===== src/rtl/core/bitmap_video_layer_macros.svh =====
// ----------------------------------------------------------------------------
// Bitmap video layer assertion macros
// Shared concurrent assertion forms, clocked on clk and disabled while rst_n is low.
// ----------------------------------------------------------------------------
`ifndef BITMAP_VIDEO_LAYER_MACROS_SVH
`define BITMAP_VIDEO_LAYER_MACROS_SVH

// same-cycle implication
`define BVL_ASSERT_NOW(label, clk, rst_n, ante, cons, msg) \
  label: assert property (@(posedge clk) disable iff (!rst_n) (ante) |-> (cons)) \
    else $error(msg);

// next-cycle implication
`define BVL_ASSERT_NEXT(label, clk, rst_n, ante, cons, msg) \
  label: assert property (@(posedge clk) disable iff (!rst_n) (ante) |=> (cons)) \
    else $error(msg);

`endif


===== src/rtl/core/bvl_pkg.sv =====
// ----------------------------------------------------------------------------
// bvl_pkg
// Types and constants shared by the bitmap video layer modules.
// ----------------------------------------------------------------------------
package bvl_pkg;

  localparam int ADDR_W        = 18;
  localparam int STORE_DEPTH   = 1 << ADDR_W;
  localparam int SCREEN_WIDTH  = 320;
  localparam int SCREEN_HEIGHT = 240;
  localparam int ROW_SHIFT     = 9;       // row pitch of 512 words
  localparam int CMD_DEPTH     = 4;

  localparam logic [ADDR_W-1:0] SCREEN_OFFSET = 18'h20000;
  localparam logic [15:0]       STATUS_WORD   = 16'h0060;

  // bus / pixel op codes
  localparam logic [2:0] OP_RAM_RD  = 3'd0;
  localparam logic [2:0] OP_RAM_WR  = 3'd1;
  localparam logic [2:0] OP_CTRL_WR = 3'd2;
  localparam logic [2:0] OP_CTRL_RD = 3'd3;
  localparam logic [2:0] OP_MASK_WR = 3'd4;
  localparam logic [2:0] OP_PIXEL   = 3'd5;

  // resolved command kinds, front to back
  localparam logic [2:0] CMD_NONE   = 3'd0;
  localparam logic [2:0] CMD_READ   = 3'd1;
  localparam logic [2:0] CMD_WRITE  = 3'd2;
  localparam logic [2:0] CMD_STATUS = 3'd3;
  localparam logic [2:0] CMD_PIXEL  = 3'd4;

  typedef struct packed {
    logic [2:0]        op;
    logic [ADDR_W-1:0] addr;
    logic [15:0]       wdata;
    logic [1:0]        lanes;
    logic [8:0]        px;
    logic [7:0]        py;
  } bvl_in_t;

  typedef struct packed {
    logic [15:0] rdata;
    logic [11:0] color;
  } bvl_out_t;

  typedef struct packed {
    logic [2:0]        kind;
    logic [ADDR_W-1:0] addr;
    logic [15:0]       data;
    logic [15:0]       change;
  } bvl_cmd_t;

endpackage


===== src/rtl/core/bvl_cmd_fifo.sv =====
// ----------------------------------------------------------------------------
// bvl_cmd_fifo
// Short show-ahead command queue between front and back end.
// ----------------------------------------------------------------------------
module bvl_cmd_fifo #(
  parameter int DEPTH = bvl_pkg::CMD_DEPTH
) (
  input  logic              clk,
  input  logic              rst_n,
  input  logic              wr_en,
  input  bvl_pkg::bvl_cmd_t wr_data,
  output logic              full,
  input  logic              rd_en,
  output logic              rd_valid,
  output bvl_pkg::bvl_cmd_t rd_data
);

  localparam int PTR_W = (DEPTH > 1) ? $clog2(DEPTH) : 1;
  localparam int CNT_W = $clog2(DEPTH + 1);

  bvl_pkg::bvl_cmd_t slot_r [DEPTH];
  logic [PTR_W-1:0] wr_ptr_r, rd_ptr_r;
  logic [CNT_W-1:0] count_r;
  logic             do_wr, do_rd;

  assign full     = (count_r == CNT_W'(DEPTH));
  assign rd_valid = (count_r != '0);
  assign rd_data  = slot_r[rd_ptr_r];
  assign do_wr    = wr_en && !full;
  assign do_rd    = rd_en && rd_valid;

  function automatic logic [PTR_W-1:0] bump(input logic [PTR_W-1:0] p);
    return (p == PTR_W'(DEPTH - 1)) ? '0 : p + PTR_W'(1);
  endfunction

  always_ff @(posedge clk) begin
    if (do_wr) begin
      slot_r[wr_ptr_r] <= wr_data;
    end
  end

  always_ff @(posedge clk) begin
    if (!rst_n) begin
      wr_ptr_r <= '0;
      rd_ptr_r <= '0;
      count_r  <= '0;
    end else begin
      if (do_wr) wr_ptr_r <= bump(wr_ptr_r);
      if (do_rd) rd_ptr_r <= bump(rd_ptr_r);
      if (do_wr && !do_rd) begin
        count_r <= count_r + CNT_W'(1);
      end else if (do_rd && !do_wr) begin
        count_r <= count_r - CNT_W'(1);
      end
    end
  end

endmodule


===== config.mk =====
export PLATFORM = sky130hd
export DESIGN_NAME = bvl_cmd_fifo
export DESIGN_NICKNAME = d
export VERILOG_FILES = /design/src/rtl/core/bitmap_video_layer_macros.svh /design/src/rtl/core/bvl_pkg.sv /design/src/rtl/core/bvl_cmd_fifo.sv
export SDC_FILE = /design/constraint.sdc
export NUM_CORES = 1
export LEC_CHECK = 0
export BUFFER_PORTS_ARGS = -buffer_cell sky130_fd_sc_hd__buf_2
export CAP_MARGIN = 10
export CORE_ASPECT_RATIO = 0.75
export CORE_MARGIN = 5
export CORE_UTILIZATION = 37
export DETAILED_ROUTE_END_ITERATION = 6
export MAX_ROUTING_LAYER = met4
export SKIP_LAST_GASP = 1
export SLEW_MARGIN = 20
export SYNTH_ARGS = -nofsm -noshare
export SYNTH_HDL_FRONTEND = slang
export SYNTH_SLANG_ARGS = --single-unit

===== constraint.sdc =====
create_clock -name clk -period 5.4 [get_ports clk]
set_input_delay 0.54 -clock clk [delete_from_list [all_inputs] [get_ports clk]]
set_output_delay 0.54 -clock clk [all_outputs]
set_load 0.02 [all_outputs]

==> reports/metrics.sh <==
PLACE.DETAILED.INSTANCES=725
PATH_CELLS='buf_4 -> mux4_2 -> buf_2'
HPWLAFTERDP_MICRONS=9950
SYNTH-EDFF-COUNT=212
SYNTH-SEQ-AREA-SHARE=0.799
CORE.ROWCOUNT=47
FRACTION_OF_POWER_SPENT_SWITCHING_NETS=0.268
CLK_PATH_BUF_DEPTH=3
CLK_TRANSITION_REPORTED_PATHS_NS=0.06
GRT_PASS1_VIAS=4096
CRIT_PATH_START_KIND='flip-flop'
VIAS=3756
INTPOWER_uW=3640
LAYOUT-AREA-OVERHEAD-VS-SYNTH_PCT=20.4
POST-ROUTE-PERIOD-UTIL=0.547
CTS.REPAIR_TIMING.SETUP_BUFFER_COUNT=0
POWER_DENSITY_mW_PER_MM2=505
FIN_SKEW_NS=0.00660
POSTSYNTHREGISTERBITS=221
HOLD_VIOL_FINAL=0
CLOCK_POWER_SHARE=0.337
WORSTPATHARRIVAL_NS=2.41
LEAKAGEPOWER_uW=0.00332
DESIGN.PORTCOUNT=112
CLOCK_LATENCY_OF_THE_LATER_CLOCKED_REGISTER_IN_THE_WORST_SKEW_PAIR_NS=0.48
YS_DOMINANT_REG_CELL='edfxtp_1'
MAX-VDD-IR-DROP_uV=211
HOLDBUFCOUNTCTS=0
YOSYS_WARNINGS=0
SYNTHARSTFLOPSHARE=0
WORSTSETUPPATHTYPE='flip-flop to output port'
TRITONCTS='done'
FIRST_PASS_ITERS=4
TIMING.FINAL.SETUP_VIOLATIONS=0
GLOBAL_ROUTE_WIRE_LENGTH_BEFORE_REPAIR_MICRONS=24100
CHIPWIDTH_MICRONS=182
VIA_PER_INST=4.90
ROOT_CELL_OF_THE_CLOCK_TREE='clkbuf_16'
DRC_ERRORS=0
CLOCK-SINKS=221
FLOORPLAN.INITIALDENSITY=0.374
TIMING.HOLD.WORST.CLASS='primary input to flip-flop'
COUNT_OF_CELL_TYPES_IN_THE_NETLIST=24
DIE_HEIGHT_MICRONS=139
SYNTH_TOP_CELL_AREA_SHARE=0.777
MAXCAPVIOLATIONS=0
ANTENNA_FOUND_INITIAL=2
FINAL_WEIGHTED_CONGESTION_IN_ROUTABILITY_DRIVEN_PLACEMENT=0.697
FIN_TNS_SETUP_NS=0
PWR-SHARE-SEQ=0.442
WIRE_PER_INST_MICRONS=20.4
MOSTFREQUENTLAYOUTCELL='edfxtp_1'
ENDPOINT_KIND='output port'
NUM-NETS-FINAL=519
COREAREA_SQ_MM=0.0219
DETAIL_ROUTE.WIRELENGTH_MICRONS=15700
GRT_OVF=0
SYN_NETS=392
FLOORPLAN.DIE_AREA_SQ_MM=0.0253
AVGSYNTHCELLAREA_SQ_UM=25.0
NUMCTSBUFFERS=22
LAYOUT_MIN_CYCLE_TIME_NS=2.95
DETAILEDROUTE.FIRSTITERATIONVIOLATIONS=231
ANT_NETS=0
TIMING.CRITICAL_PATH.FANOUT_MAX=30
POST_SYNTH_INST_COUNT=328
STATUS='finished clean'
POST_ROUTE_CELLS_DRIVE_ABOVE_1_SHARE=0.439
SYNTH.TOP_CELLS.BY_AREA='edfxtp_1 (78%), mux4_2 (14%), dfxtp_1 (2.2%)'
COMB_POWER_SHARE=0.221
SYNTH_TOP_CELL_BY_AREA='edfxtp_1'
RELSLEWSLACK=0.549
ACHIEVABLE-FREQUENCY_MHz=339
WORST_PATH_LARGEST_CELL_DELAY_NS=0.76
POST_CTS_RESIZED=0
REQUIRED_NS=4.86
POWER.NET_SWITCHING_uW=1330
BUFFER_PORTS.INSERTED=111
CTS_HTREE_LEVELS=1
FINAL_CELL_MIX='edfxtp_1 (212), buf_2 (111), mux4_2 (50), clkbuf_16 (23), dfxtp_1 (7)'
GRT_SETUP_UNREPAIRED='false'
GRT_UTIL_ALL_LAYERS=0.126
GRT_START_MAX_NET_PINS=37
CRIT_PATH_TOP_DELAY_CELL='dfxtp_2'
POST_SYNTH_INSTANCE_AREA_SQ_MM=0.00819
FINAL-INSTANCE-COUNT-EXCL-FILL=767
FINALMAXSLEWVIOLATIONS=0
TIMING_WORST_SLEW_PIN_VALUE_NS=0.670
[path summary, 6_finish.rpt]
kind                                  from                       end  slack [ns]  depth (start not counted)
setup reg to reg   count_r[0]$_SDFFE_PN0P_   slot_r[3][29]$_DFFE_PP_        2.81                          4
hold / removal                 wr_data[20]   slot_r[0][20]$_DFFE_PP_        0.27                          1
hold reg to reg   wr_ptr_r[1]$_SDFFE_PN0P_  wr_ptr_r[1]$_SDFFE_PN0P_        0.50                          2
setup / recovery                 flip-flop                rd_data[5]        2.45                          3
[power groups by stage]
stage / logic (uW) / registers [uW] / clock network, uW
floorplan: 863 / 2170 / 0
global placement: 1050 / 2280 / 0
detailed placement: 1130 / 2240 / 0
CTS: 1130 / 2210 / 1730
global route: 1180 / 2230 / 1800
finish: 1100 / 2200 / 1680
[layer usage]
metal	up-vias	share of wire	GRT usage
met1	1973	0.44	0.170
met3	22	0.063	0.0294
met4	0	0.015	0.0221
met2	118	0.48	0.200
li1	1643	-	-
met5	-	0	-
[critical path: cells and delay by family (launching register included)]
family                 cells  cell delay (ns)
flip-flops                 1             0.76
buffers and inverters      2             0.71
multiplexers               1             0.43
[synth_stat cells (all sizes together), types with 2 or more instances]
cell and number:
mux4 53, dfxtp 9, ha 6, buf 12
mux2i 3, inv 3, nor2 2, or3 2
and2 5, nand3 2, o21ai 3, nor2b 2
edfxtp 212, nand2 6, clkbuf 2
[sequential cells by signal, summed over array words and instances, names as in the netlist, named ones only]
register and cells:
count_r 3, rd_ptr_r 2, slot_r 212, wr_ptr_r 2
[stage by stage]
| step | setup WS (ns) | instance area, sq um | total power [uW] | util | hold slack, ns |
|---|---|---|---|---|---|
| after floorplan | 2.90 | 8190 | 3030 | - | 0.468 |
| after global placement | 2.77 | 9010 | 3330 | 0.411 | 0.478 |
| after detailed placement | 2.65 | 9040 | 3370 | 0.412 | 0.490 |
| after CTS | 2.36 | 9860 | 5070 | 0.449 | 0.245 |
| after global routing | 2.28 | 9860 | 5210 | 0.450 | 0.247 |
| final | 2.45 | 9860 | 4980 | 0.450 | 0.267 |
[cell type report]
cell class                 count  area (sq um)
sequential                   221          6550
antenna                        2          5.00
fill                        1846         12100
clock inverter                11           205
multi-input combinational     90          1490
timing repair buffer         117           621
tap                          294           368
inverter                       3          11.3
clock buffer                  29           608
[cell families after synthesis]
logic type	after synthesis	synth area share
DFF	221	0.799
muxes	56	0.151
adders and majority gates	7	0.0116
AOI/OAI and AO/OA	5	0.00367
buffers and inverters	17	0.0195
xor gates and xnor gates	2	0.00214
and+or+nand+nor	20	0.0133
Power figures use the tool's default switching activity.
