### src/rtl/core/bitmap_video_layer_macros.svh
// ----------------------------------------------------------------------------
// Bitmap video layer assertion macros
// Shared concurrent assertion forms, clocked on clk and disabled while rst_n is low.
// ----------------------------------------------------------------------------
`ifndef BITMAP_VIDEO_LAYER_MACROS_SVH
`define BITMAP_VIDEO_LAYER_MACROS_SVH

// same-cycle implication
`define BVL_ASSERT_NOW(label, clk, rst_n, ante, cons, msg) \
  label: assert property (@(posedge clk) disable iff (!rst_n) (ante) |-> (cons)) \
    else $error(msg);

// next-cycle implication
`define BVL_ASSERT_NEXT(label, clk, rst_n, ante, cons, msg) \
  label: assert property (@(posedge clk) disable iff (!rst_n) (ante) |=> (cons)) \
    else $error(msg);

`endif

### src/rtl/core/bvl_pkg.sv
// ----------------------------------------------------------------------------
// bvl_pkg
// Types and constants shared by the bitmap video layer modules.
// ----------------------------------------------------------------------------
package bvl_pkg;

  localparam int ADDR_W        = 18;
  localparam int STORE_DEPTH   = 1 << ADDR_W;
  localparam int SCREEN_WIDTH  = 320;
  localparam int SCREEN_HEIGHT = 240;
  localparam int ROW_SHIFT     = 9;       // row pitch of 512 words
  localparam int CMD_DEPTH     = 4;

  localparam logic [ADDR_W-1:0] SCREEN_OFFSET = 18'h20000;
  localparam logic [15:0]       STATUS_WORD   = 16'h0060;

  // bus / pixel op codes
  localparam logic [2:0] OP_RAM_RD  = 3'd0;
  localparam logic [2:0] OP_RAM_WR  = 3'd1;
  localparam logic [2:0] OP_CTRL_WR = 3'd2;
  localparam logic [2:0] OP_CTRL_RD = 3'd3;
  localparam logic [2:0] OP_MASK_WR = 3'd4;
  localparam logic [2:0] OP_PIXEL   = 3'd5;

  // resolved command kinds, front to back
  localparam logic [2:0] CMD_NONE   = 3'd0;
  localparam logic [2:0] CMD_READ   = 3'd1;
  localparam logic [2:0] CMD_WRITE  = 3'd2;
  localparam logic [2:0] CMD_STATUS = 3'd3;
  localparam logic [2:0] CMD_PIXEL  = 3'd4;

  typedef struct packed {
    logic [2:0]        op;
    logic [ADDR_W-1:0] addr;
    logic [15:0]       wdata;
    logic [1:0]        lanes;
    logic [8:0]        px;
    logic [7:0]        py;
  } bvl_in_t;

  typedef struct packed {
    logic [15:0] rdata;
    logic [11:0] color;
  } bvl_out_t;

  typedef struct packed {
    logic [2:0]        kind;
    logic [ADDR_W-1:0] addr;
    logic [15:0]       data;
    logic [15:0]       change;
  } bvl_cmd_t;

endpackage

### src/rtl/core/bvl_front.sv
// ----------------------------------------------------------------------------
// bvl_front
// Accepts bus and pixel transactions, applies register writes and resolves
// each transaction into a command for the back end.
// ----------------------------------------------------------------------------
module bvl_front (
  input  logic             clk,
  input  logic             rst_n,
  input  logic             push,
  input  logic             q_full,
  input  bvl_pkg::bvl_in_t in_item,
  output logic             cmd_push,
  output bvl_pkg::bvl_cmd_t cmd
);

  logic [15:0] control_word_r, control_word_nxt;
  logic [15:0] write_mask_r, write_mask_nxt;
  logic [15:0] lane_bits;
  logic [bvl_pkg::ADDR_W-1:0] pix_addr;
  logic        on_screen;

  assign cmd_push  = push && !q_full;
  assign lane_bits = {{8{in_item.lanes[1]}}, {8{in_item.lanes[0]}}};

  assign on_screen = ({1'b0, in_item.px} < 10'(bvl_pkg::SCREEN_WIDTH)) &&
                     ({2'b00, in_item.py} < 10'(bvl_pkg::SCREEN_HEIGHT));

  assign pix_addr = (control_word_r[0] ? bvl_pkg::SCREEN_OFFSET : '0)
                  + (bvl_pkg::ADDR_W'(in_item.py) << bvl_pkg::ROW_SHIFT)
                  + bvl_pkg::ADDR_W'(in_item.px)
                  + bvl_pkg::ADDR_W'(1);

  always_comb begin
    cmd.kind         = bvl_pkg::CMD_NONE;
    cmd.addr         = in_item.addr;
    cmd.data         = in_item.wdata;
    cmd.change       = lane_bits & write_mask_r;
    control_word_nxt = control_word_r;
    write_mask_nxt   = write_mask_r;
    unique case (in_item.op)
      bvl_pkg::OP_RAM_RD:  cmd.kind = bvl_pkg::CMD_READ;
      bvl_pkg::OP_RAM_WR:  cmd.kind = bvl_pkg::CMD_WRITE;
      bvl_pkg::OP_CTRL_WR: begin
        control_word_nxt = (control_word_r & ~lane_bits) | (in_item.wdata & lane_bits);
      end
      bvl_pkg::OP_CTRL_RD: cmd.kind = bvl_pkg::CMD_STATUS;
      bvl_pkg::OP_MASK_WR: begin
        write_mask_nxt = (write_mask_r & ~lane_bits) | (in_item.wdata & lane_bits);
      end
      bvl_pkg::OP_PIXEL: begin
        cmd.addr = pix_addr;
        if (on_screen) begin
          cmd.kind = bvl_pkg::CMD_PIXEL;
        end
      end
      default: cmd.kind = bvl_pkg::CMD_NONE;
    endcase
  end

  always_ff @(posedge clk) begin
    if (!rst_n) begin
      control_word_r <= '0;
      write_mask_r   <= '0;
    end else if (cmd_push) begin
      control_word_r <= control_word_nxt;
      write_mask_r   <= write_mask_nxt;
    end
  end

endmodule

### config.mk
export PLATFORM = sky130hd
export DESIGN_NAME = bvl_front
export DESIGN_NICKNAME = d
export VERILOG_FILES = /design/src/rtl/core/bitmap_video_layer_macros.svh /design/src/rtl/core/bvl_pkg.sv /design/src/rtl/core/bvl_front.sv
export SDC_FILE = /design/constraint.sdc
export NUM_CORES = 1
export LEC_CHECK = 0
export BUFFER_PORTS_ARGS = -buffer_cell sky130_fd_sc_hd__buf_2
export CORE_MARGIN = 2
export CORE_UTILIZATION = 36
export DETAILED_ROUTE_END_ITERATION = 10
export HOLD_SLACK_MARGIN = 0.06
export PLACE_DENSITY = 0.75
export SLEW_MARGIN = 20
export SYNTH_ARGS = -nofsm -noshare
export SYNTH_HDL_FRONTEND = slang
export SYNTH_SLANG_ARGS = --single-unit
### constraint.sdc
create_clock -name clk -period 2.1 [get_ports clk]
set_clock_uncertainty 0.2 [all_clocks]
set_input_delay 0.105 -clock clk [delete_from_list [all_inputs] [get_ports clk]]
set_output_delay 0.105 -clock clk [all_outputs]
set_load 0.02 [all_outputs]
==> qor.yml, run 1 <==
ys_warn_count: 0
nFillCells: 333
critPathTopFamily: "simple AND/OR/NAND/NOR gates"
die_height_um: 67
clock-sinks: 17
cellPowerDensity_nw_per_um2: 374
rows: 22
cp_max_fo: 4
io_pins: 114
ys_seq_elements: 17
dp_hpwl_um: 3070
die_w_um: 67
end_kind: "output pin"
tightest_slew_ps: 353
ys_seq_area_share_pct: 23.8
crit_type: "in -> out"
grt_pass1_wl_um: 7150
switching_share_pct: 32.1
h-tree-depth: 1
p_total_uw: 883
placed_cells: 331
final_cells: 367
grt_overflow: 0
cts.path.max_buffers: 2
max_freq_ghz: 0.482
cts_inserted_buffers: 3
hold_violations: 0
track_usage_pct: 20.5
root_buffer: "clkbuf_8"
cts.clk_slew.worst_paths_ps: 60
vias: 1735
dr.first_iter.drc_count: 84
drcViolationCount: 0
yosysTopAreaCell: "dfxtp_1"
clk_latency_ps: 250
utilization_pct: 63.0
die_area_um2: 4490
syn_area_per_cell_um2: 7.64
worstHoldPathType: "in -> reg"
synth_top_cell_area_share_pct: 23.8
nNetsFinal: 381
comb_power_share_pct: 35.5
core_area_um2: 3740
async_flop_share_pct: 0
synth_edf_count: 0
netlist_area_um2: 1430
syn-num-nets: 248
path_buf_inv: 2
slew_headroom_pct: 76.3
antenna_cells: 0
layout-drive-gt1-share_pct: 40.8
drtAntennaViolNets: 0
cap_violations: 0
p_sw_uw: 283
wire_per_inst_um: 12.5
portBuffers: 113
required_ps: 1790
p_leak_nw: 1.21
synthTopCellsByArea: "dfxtp_1, mux2i_1, nor2b_1"
ys_types: 27
synthToLayoutAreaGrowth_pct: 65.1
antenna_found_initial: 0
first_global_vias: 1619
detail_route.vias_per_cell: 4.73
cpPeakStageDelay_ps: 470
finalWirelength_um: 4600
tritoncts: "yes"
min_period_ps: 2070
critPathSlowestCell: "or4b_1"
p_int_uw: 600
netlist_instances: 187
seq_power_share_pct: 36.9
grt_max_degree: 30
setup_violations: 0
gp_congestion: 0.746
start_util_pct: 38.2
slew_viol_final: 0
dr.pass1.iters: 4
yosysMostFrequentCell: "nand2_1"
p_clk_share_pct: 27.6
fin_crit_sh_pct: 98.8
worstPathCellList: "buf_2, ha_4, nand3_1, or4_4, or4b_1, a31oi_1, buf_4"
ir_drop_mv: 0.379
netlist_top_cells_count: "nand2_1, nor2b_1, o21ai_0"
outcome: "complete, no violations"
synth_flop_cell: "dfxtp_1"
crit_arrival_ps: 1770
cts_setup_buffers: 0
start_kind: "input pin"
## power by group through the flow
| stage | combinational, mW | clock [mW] | sequential, mW |
|---|---|---|---|
| 2_1_floorplan | 0.159 | 0 | 0.333 |
| 3_3_place_gp | 0.272 | 0 | 0.333 |
| 3_5_place_dp | 0.276 | 0 | 0.333 |
| 4_1_cts | 0.303 | 0.248 | 0.326 |
| 5_1_grt | 0.342 | 0.258 | 0.326 |
| 6_report | 0.313 | 0.244 | 0.326 |
## final cells by class
cell class / instances / area (µm²) / area share, %
multi-input combinational: 144 / 970 / 41.1
timing repair buffer: 151 / 933 / 39.6
sequential: 17 / 340 / 14.4
tap: 48 / 60.1 / 2.55
clock buffer: 4 / 45.0 / 1.91
inverter: 3 / 11.3 / 0.477
## worst reg2reg max path, cell delays in order, from the launching register on
cell and delay (ps):
dfxtp_1 310, mux2i_1 160, nor2b_1 80, dlygate4sd3_1 570
## stage by stage
stage | hold slack (ps) | TNS (ps) | instance area, µm² | setup WS [ps]
2_1_floorplan | 33.2 | 0 | 1430 | 90.9
3_3_place_gp | 170 | 0 | 1950 | 77.7
3_5_place_dp | 181 | 0 | 1950 | 57.2
4_1_cts | 96.8 | 0 | 2320 | 48.6
5_1_grt | 132 | -24.1 | 2360 | -24.1
6_report | 85.8 | 0 | 2360 | 26.2
## logic make-up (layout without fill, tap and decap cells)
group	after synthesis	in the layout	share of synthesized area, %
buffers and inverters	26	158	11.1
AND/OR/NAND/NOR	91	91	36.1
XOR/XNOR	14	14	8.58
adder cells (fa/ha/maj)	1	1	0.876
AO/OA/AOI/OAI	21	21	7.62
multiplexers	17	17	11.9
flip-flops	17	17	23.8
## what timing repair did
action | CTS | global route
hold buffers | 32 | 0
resized for setup | 0 | 9
endpoints found under the hold margin | 17 | 0
setup endpoints to repair | 0 | 18
## final timing paths
| path | start | endpoint | slack, ps | cells after the start |
|---|---|---|---|---|
| max | in_item[8] | cmd[48] | 30 | 7 |
| min | in_item[54] | register | 90 | 4 |
| max reg2reg | register | register | 660 | 3 |
| min reg2reg | register | register | 320 | 2 |
## placed cells by master, fill, tap and decap left out, drive strengths merged
cell type	instances
a31oi	3
and2	17
and3	3
buf	119
clkbuf	4
dfxtp	17
dlygate4sd3	32
ha	1
inv	3
mux2i	17
nand2	21
nand3	8
nand4	3
nand4b	1
nor2	6
nor2b	20
nor3	4
nor3b	1
nor4	2
o21ai	18
or3	2
or4	2
or4b	1
xnor2	10
xor2	4
## metal layers
| layer | share of wire, % | up-vias | wire length (µm) | GRT usage [%] |
|---|---|---|---|---|
| met1 | 39 | 769 | 1790 | 22.2 |
| li1 | - | 879 | - | - |
| met3 | 9.3 | 4 | 429 | 3.55 |
| met4 | 0.89 | 0 | 41 | 5.87 |
| met2 | 51 | 83 | 2340 | 39.7 |
| met5 | 0 | - | 0 | 0 |
No activity file was read; power rests on OpenSTA's default activity.
==> run 2, diff against run 1 <==
SETUP_SLACK_MARGIN = 0.15   (was unset)
==> run 2 against run 1 <==
Against the previous run:
- worst hold slack better by 210 ps
- first-iteration DRC count fell by 43%
- via count is 0.69% higher
- utilization increased by 1.5 points
==> qor.yml, run 2 (same netlist as run 1, synthesis figures left out) <==
crit_path_start: "in_item[0]"
dr.first_iter.drc_count: 48  # -43%
die_w_um: 67  # unchanged
first_global_vias: 1631  # +0.74%
drtAntennaViolNets: 0  # unchanged
fin_ws_ps: 88.3  # +62.2 ps
final_cells: 370  # +0.82%
hold_depth: 3  # -1
end_kind: "output pin"
dp_slack_ps: 27.7  # -29.5 ps
wire_per_inst_um: 12.9  # +2.6%
ff2ff_path_depth: 3  # unchanged
dp_hpwl_um: 3070  # about the same
final.setup.tns_ps: 0  # unchanged
p_int_uw: 614  # +2.4%
detail_route.vias_per_cell: 4.72  # -0.12%
finalWirelength_um: 4760  # +3.4%
clock-sinks: 17  # unchanged
gp_congestion: 0.794  # +6.5%
switching_share_pct: 31.4  # -0.64 points
cpPeakStageDelay_ps: 510  # +40 ps
nNetsFinal: 384  # +0.79%
final_cell_mix: "buf_2, dlygate4sd3_1, nand2_1, nor2b_1, o21ai_0"
start_util_pct: 38.2  # unchanged
start_kind: "input pin"
layout-drive-gt1-share_pct: 43.8  # +3.0 points
cellPowerDensity_nw_per_um2: 371  # -0.90%
seq_power_share_pct: 36.4  # -0.5 points
p_leak_nw: 1.22  # +1.1%
portBuffers: 113  # unchanged
h-tree-depth: 1  # unchanged
worstPathCellList: "buf_2, nand4_4, or4_4, or4b_4, a31oi_4, buf_6"
track_usage_pct: 20.2  # -0.32 points
tritoncts: "yes"
crit_arrival_ps: 1710  # -60 ps
drcViolationCount: 0  # unchanged
outcome: "complete, no violations"
cap_violations: 0  # unchanged
rows: 22  # unchanged
grt_pass1_wl_um: 7030  # -1.6%
io_pins: 114  # unchanged
setup_violations: 0  # unchanged
tightest_slew_ps: 475  # +122 ps
antenna_found_initial: 0  # unchanged
min_to: "cmd_push"
rsz0062_at_grt: "yes"
max_freq_ghz: 0.497  # +3.1%
p_clk_share_pct: 26.5  # -1.1 points
grt_overflow: 0  # unchanged
die_height_um: 67  # unchanged
hold_violations: 0  # unchanged
cp_max_fo: 4  # unchanged
core_area_um2: 3740  # unchanged
synthToLayoutAreaGrowth_pct: 69.1
antenna_cells: 0  # unchanged
dr.pass1.iters: 4  # unchanged
placed_cells: 336  # +1.5%
slew_headroom_pct: 68.3  # -7.9 points
hold_start: "q_full"
grt_max_degree: 30  # unchanged
die_area_um2: 4490  # unchanged
p_total_uw: 896  # +1.5%
clk_latency_ps: 240  # about the same
cts_inserted_buffers: 3  # unchanged
root_buffer: "clkbuf_8"
min_period_ps: 2010  # -62.2 ps
crit_type: "in -> out"
vias: 1747  # +0.69%
worstHoldPathType: "in -> out"
p_sw_uw: 282  # -0.58%
ir_drop_mv: 0.346  # -8.7%
critPathSlowestCell: "or4b_4"
required_ps: 1790  # about the same
fin_crit_sh_pct: 95.8  # -3.0 points
comb_power_share_pct: 37.1  # +1.6 points
slew_viol_final: 0  # unchanged
final_common_cell: "buf_2"
cts.path.max_buffers: 2  # unchanged
rrSetupSlack_ps: 660  # about the same
run 2: cell count changes in the layout (fill, tap and decap cells not counted), sizes merged:
cell,previous run,this run
dlygate4sd3,32,25
buf,119,129
run 2: routing by layer:
metal | GRT usage, % | share of wire, % | up-vias
li1 | - | - | 888
met1 | 21.0 | 37 | 775
met2 | 40.6 | 54 | 82
met3 | 3.21 | 8.6 | 2
met4 | 5.36 | 0.48 | 0
met5 | 0 | 0 | -
run 2: what timing repair did:
action                                  4_1_cts  5_1_grt
pin swaps                                     3        2
resized for setup                             7       12
endpoints found under the setup margin        2        3
cloned                                        0        0
endpoints found under the hold margin        17        0
hold buffers                                 25        0
setup buffers                                 0        5
run 2: worst max-delay path: cells and delay by family:
kind,cells,cell delay [ps]
simple gates,3,1140
buf+inv,2,270
compound gates,1,190
run 2: worst max path at each step:
stage              end  slack (ps)  cells after the start
2_1_floorplan  cmd[48]         150                      5
3_3_place_gp   cmd[48]          30                      7
3_5_place_dp   cmd[48]          30                      7
4_1_cts        cmd[48]          60                      7
5_1_grt        cmd[48]          60                      6
6_report       cmd[48]          90                      6
run 2: final cells by class:
type                    instances  area, µm²
inverters                       3       11.3
well taps                      48       60.1
clock buffers                   4       45.0
repair buffers                154        972
fillers                       310       1330
flip-flops and latches         17        340
multi-input cells             144        987
run 2: metrics by stage:
stage	cell area, µm²	util [%]	hold slack, ps
floorplan	1440	-	33.2
global placement	2000	53.3	169
detailed placement	2000	53.3	180
CTS	2330	62.2	294
global route	2420	64.5	310
finish	2420	64.5	296
run 2: power by group through the flow:
stage          registers [mW]  logic (mW)  clock network, mW
6_report                0.326       0.332              0.238
5_1_grt                 0.326       0.360              0.256
4_1_cts                 0.326       0.315              0.242
3_5_place_dp            0.333       0.282                  0
3_3_place_gp            0.333       0.279                  0
2_1_floorplan           0.333       0.160                  0
